[src/design/swsd_pkg.sv]
// Shared constants and types for the sliding-window spread detector.
`default_nettype none
package swsd_pkg;

    // Default sizes
    localparam int MAX_WINDOW_DEF  = 256;
    localparam int SAMPLE_BITS_DEF = 20;

    // Fixed field widths
    localparam int WL_W     = 9;
    localparam int SPREAD_W = 20;
    localparam int POS_W    = 32;

    // Configuration port
    localparam int CFG_ADDR_W = 3;
    localparam int CFG_DATA_W = 32;

    // Register indexes
    localparam logic REG_WINDOW_LENGTH = 1'b0;
    localparam logic REG_MAX_SPREAD    = 1'b1;

    // Control handed to every cell of the sample row
    typedef struct packed {
        logic load;   // take a new word: shift the row, copy it into the scan row
        logic shift;  // advance the scan row by one cell toward the head
    } cell_ctrl_t;

endpackage
`default_nettype wire

[src/design/swsd_cell.sv]
// One cell of the sample row: a stored sample and a scan copy.
`default_nettype none
module swsd_cell #(
    parameter int SAMPLE_BITS = swsd_pkg::SAMPLE_BITS_DEF
) (
    input  wire                       clk,
    input  wire swsd_pkg::cell_ctrl_t ctrl,
    input  wire [SAMPLE_BITS-1:0]     left_sample,
    input  wire [SAMPLE_BITS-1:0]     right_scan,
    output logic [SAMPLE_BITS-1:0]    sample_q,
    output logic [SAMPLE_BITS-1:0]    scan_q
);
    import swsd_pkg::*;

    logic [SAMPLE_BITS-1:0] sample_reg;
    logic [SAMPLE_BITS-1:0] scan_reg;

    // Shift the row on a new word; otherwise walk the scan copy toward the head
    always_ff @(posedge clk)
    begin
        if (ctrl.load)
        begin
            sample_reg <= left_sample;
            scan_reg   <= left_sample;
        end
        else if (ctrl.shift)
        begin
            scan_reg <= right_scan;
        end
    end

    assign sample_q = sample_reg;
    assign scan_q   = scan_reg;

endmodule
`default_nettype wire

[config.mk]
export PLATFORM = sky130hd
export DESIGN_NAME = swsd_cell
export DESIGN_NICKNAME = d
export VERILOG_FILES = /design/src/design/swsd_pkg.sv /design/src/design/swsd_cell.sv
export SDC_FILE = /design/constraint.sdc
export NUM_CORES = 1
export LEC_CHECK = 0
export ABC_CLOCK_PERIOD_IN_PS = 1300
export BUFFER_PORTS_ARGS = -buffer_cell sky130_fd_sc_hd__buf_4
export CORE_AREA = 2 2 63 65
export DETAILED_ROUTE_END_ITERATION = 8
export DIE_AREA = 0 0 65 67
export PLACE_DENSITY = 0.76
export RECOVER_POWER = 100
export SYNTH_ARGS = -nofsm -noshare
export SYNTH_HDL_FRONTEND = slang
export SYNTH_SLANG_ARGS = --single-unit
[constraint.sdc]
create_clock -name clk -period 1.3 [get_ports clk]
set_input_delay 0.26 -clock clk [delete_from_list [all_inputs] [get_ports clk]]
set_output_delay 0.26 -clock clk [all_outputs]
set_load 0.02 [all_outputs]
### After elaboration in Yosys (flattened, before gate mapping)

Index checks and enable logic that the tools add are counted.

* bitwise logic cells: 0
* equal/unequal tests: 0
* $add $sub $neg: 0
* order comparisons: 0
* reductions and logical operators: 1
* shift-type cells: 0
* $mul: 0
* divide/modulo/power cells: 0
* multiplexer cells: 2

Operators with widths (count)
* $mux W20: 2
* $reduce_bool A2 Y1: 1

* bits in latches: 0
* memory bits (read-only): 0
* memories: 0
* flip-flop bits (word level): 40
* memory bits (writable): 0

### Longest topological paths before layout

* depth in word-level cells: 2
* gate-level depth with buffers: 2

### Least setup slack after synthesis

No wires, ideal clock.

* kind: input -> register
* start: in ctrl[1] in the netlist's numbering
* end: reg scan_reg[0], in the netlist scan_q[0] (enable)
* required time: 0.999 ns
* stages: 2
* path slack: 0.159 ns
* path buffers: 1
* arrival time: 0.840 ns
* library setup time: 0.301 ns
* cell sequence: buf_6 -> or2_2

* word-level cells in the longest chain between the ends: 1

Ends and longest elaborated chain
* from (decl): line swsd_cell.sv:7 `input wire swsd_pkg::cell_ctrl_t ctrl,`
* $reduce_bool A2 Y1 (no source line)
* to (signal assigned): line swsd_cell.sv:24 `scan_reg <= left_sample;`
* to (signal assigned): line swsd_cell.sv:28 `scan_reg <= right_scan;`
* to (decl): line swsd_cell.sv:16 `logic [SAMPLE_BITS-1:0] scan_reg;`

No other way between the ends.
A chain may end at the register's enable or synchronous reset.

### Worst setup path after layout

* start: reg scan_reg[16], in the netlist scan_q[16]
* end: out scan_q[16]

RTL lines
* to (decl): line swsd_cell.sv:11 `output logic [SAMPLE_BITS-1:0] scan_q`

No word-level cell between the ends.

==> run metrics <==
H-tree levels=2; Routed Antenna Nets=0; Crit path largest cell delay=0.35 ns; drt drc=0; post-synth top area cell=edfxtp_1; share of the yosys chip area belonging to registers=78.7%; peak supply drop=629 uV; initial antenna violation count=0; leakage=0.766 nW; Max Clk Rate=0.871 GHz; diodes inserted=0; pin count of the biggest net entering global routing=25; most frequent cells after synthesis=edfxtp_1, mux2_4, buf_6, mux2_2, or2_2; Crit. End Element=output pin; Fin Setup TNS=0 ns; Crit Path Class=flop to output pin; post-CTS setup buffer count=0; Avg Vias per Cell=4.55; Core ar.=3610 sq um; CP Data Required Time=1.04 ns; drt pass-1 iters=4; Root Driver=clkbuf_8; min-delay worst type=input port to flop; initial core utilization=42.3%; Syn Nets=106; period utilisation layout=88.3%; Overall Global Routing Usage=14.3%; vias=914; MaxCap Viol Count=0; worst-path maximum fanout=1; vias in the first global route=927; initial DRC count=34; register bit total from synthesis=40; global-route wire length before repair=4490 microns; Synth cell types=5; RSZ-0062 raised after global routing=false; layout cells sized above 1=28.8%; Routed WL=2980 microns; cell count after synthesis=63; Nets=195; CP Launch Point=scan_q[16]$_DFFE_PP_; WL/cell=14.8 microns; CP Buf/Inv Count=1; CTS tree=built; Final min period=1.15 ns; FP Rows=22; I/O Buffers=82; clock slew at reported path FFs=0.08 ns; Rel. slew slack=68.7%; post_cts resized=0; Hold Vio Cnt, Final=0; count leader, synth=edfxtp_1; Top delay family on crit path=flip-flops; synth warn=0; io pins=83; slowest stage cell, crit path=edfxtp_1; leading register cell type out of synthesis=edfxtp_1; count of final setup violators=0; Worst Tran Pin Value=0.469 ns; Die H=67 microns; Synth Area per Inst=24.2 sq um; gpl congestion=0.805; PwrDens=1450 nW/um^2; ranking of synthesized cells by area=edfxtp_1, mux2_4, buf_6; die area=4360 sq um; number of synthesized flops with an enable pin=40; global route overflow=0; WP depth=1; Cells after DPL=193; Area Overhead vs Synth=35.7%; post-synthesis cell area=1530 sq um; Clock Path Buffers=2; Setup crit start kind=flop; Num Clock Sinks=40; fraction of synthesis flops using an asynchronous set or reset pin=0%; Layout Cells excl Fill=201; Die W=65 microns; crit path DAT=0.89 ns; Yosys top cell area share=78.7%; hold_buf cts=0; max-slew violation count=0; outcome=finished, final reports clean; cts bufs inserted=5; crit path capture=scan_q[16]; crit path cell chain=clkbuf_1
[layout by cell type (no fill, tap or decap), drive strengths merged]
| cell | synthesis | final |
|---|---|---|
| clkbuf | 0 | 66 |
| buf | 2 | 23 |
| clkinvlp | 0 | 1 |
| bufinv | 0 | 1 |
| mux2 | 20 | 20 |
| or2 | 1 | 1 |
| edfxtp | 40 | 40 |
| clkinv | 0 | 1 |
[sequential cells by signal, indices dropped and copies added (netlist names)]
signal,count
sample_q,20
scan_q,20
[metal layers]
metal	GRT usage [%]	part of all wire [%]
met1	16.3	41
met2	23.1	46
met3	4.90	9.5
met4	9.04	3.4
met5	0	0
[report_power, final]
group	internal [mW]	leakage (nW)	switching, mW
Clock	0.568	0.0541	0.421
Sequential	1.56	0.400	0.0312
Combinational	0.154	0.312	0.272
[metrics by stage]
step | utilization (%) | cell area (sq um) | setup WS (ns) | hold WS (ns) | power, mW
after CTS | 64.6 | 2330 | 0.171 | 0.140 | 3.19
after global routing | 57.5 | 2070 | 0.110 | 0.158 | 3.12
after floorplan | - | 1530 | 0.159 | 0.359 | 1.89
after detailed placement | 61.6 | 2220 | 0.0671 | 0.450 | 2.21
final | 57.5 | 2070 | 0.152 | 0.175 | 3.00
after global placement | 61.6 | 2220 | 0.0816 | 0.447 | 2.19
[kinds of logic after synthesis]
logic type	synth area share (%)
simple gates	0.410
mux	19.4
flops	78.7
buf+inv	1.48
[worst min-delay path by stage]
stage | slack [ns] | depth (start not counted) | endpoint | startpoint
2_1_floorplan | 0.36 | 0 | sample_q[0]$_DFFE_PP_ | left_sample[0]
3_3_place_gp | 0.45 | 1 | sample_q[17]$_DFFE_PP_ | left_sample[17]
3_5_place_dp | 0.45 | 1 | sample_q[16]$_DFFE_PP_ | left_sample[16]
4_1_cts | 0.14 | 1 | sample_q[10]$_DFFE_PP_ | left_sample[10]
5_1_grt | 0.16 | 1 | sample_q[10]$_DFFE_PP_ | left_sample[10]
6_report | 0.18 | 1 | sample_q[10]$_DFFE_PP_ | left_sample[10]
[final cells by class]
class	count	area, sq um
clock buffers	5	68.8
repair buffers	84	468
fillers	345	1530
well taps	48	60.1
multi-input cells	21	231
flip-flops and latches	40	1200
clock inverters	3	42.5
(Power assumes the default switching activity.)
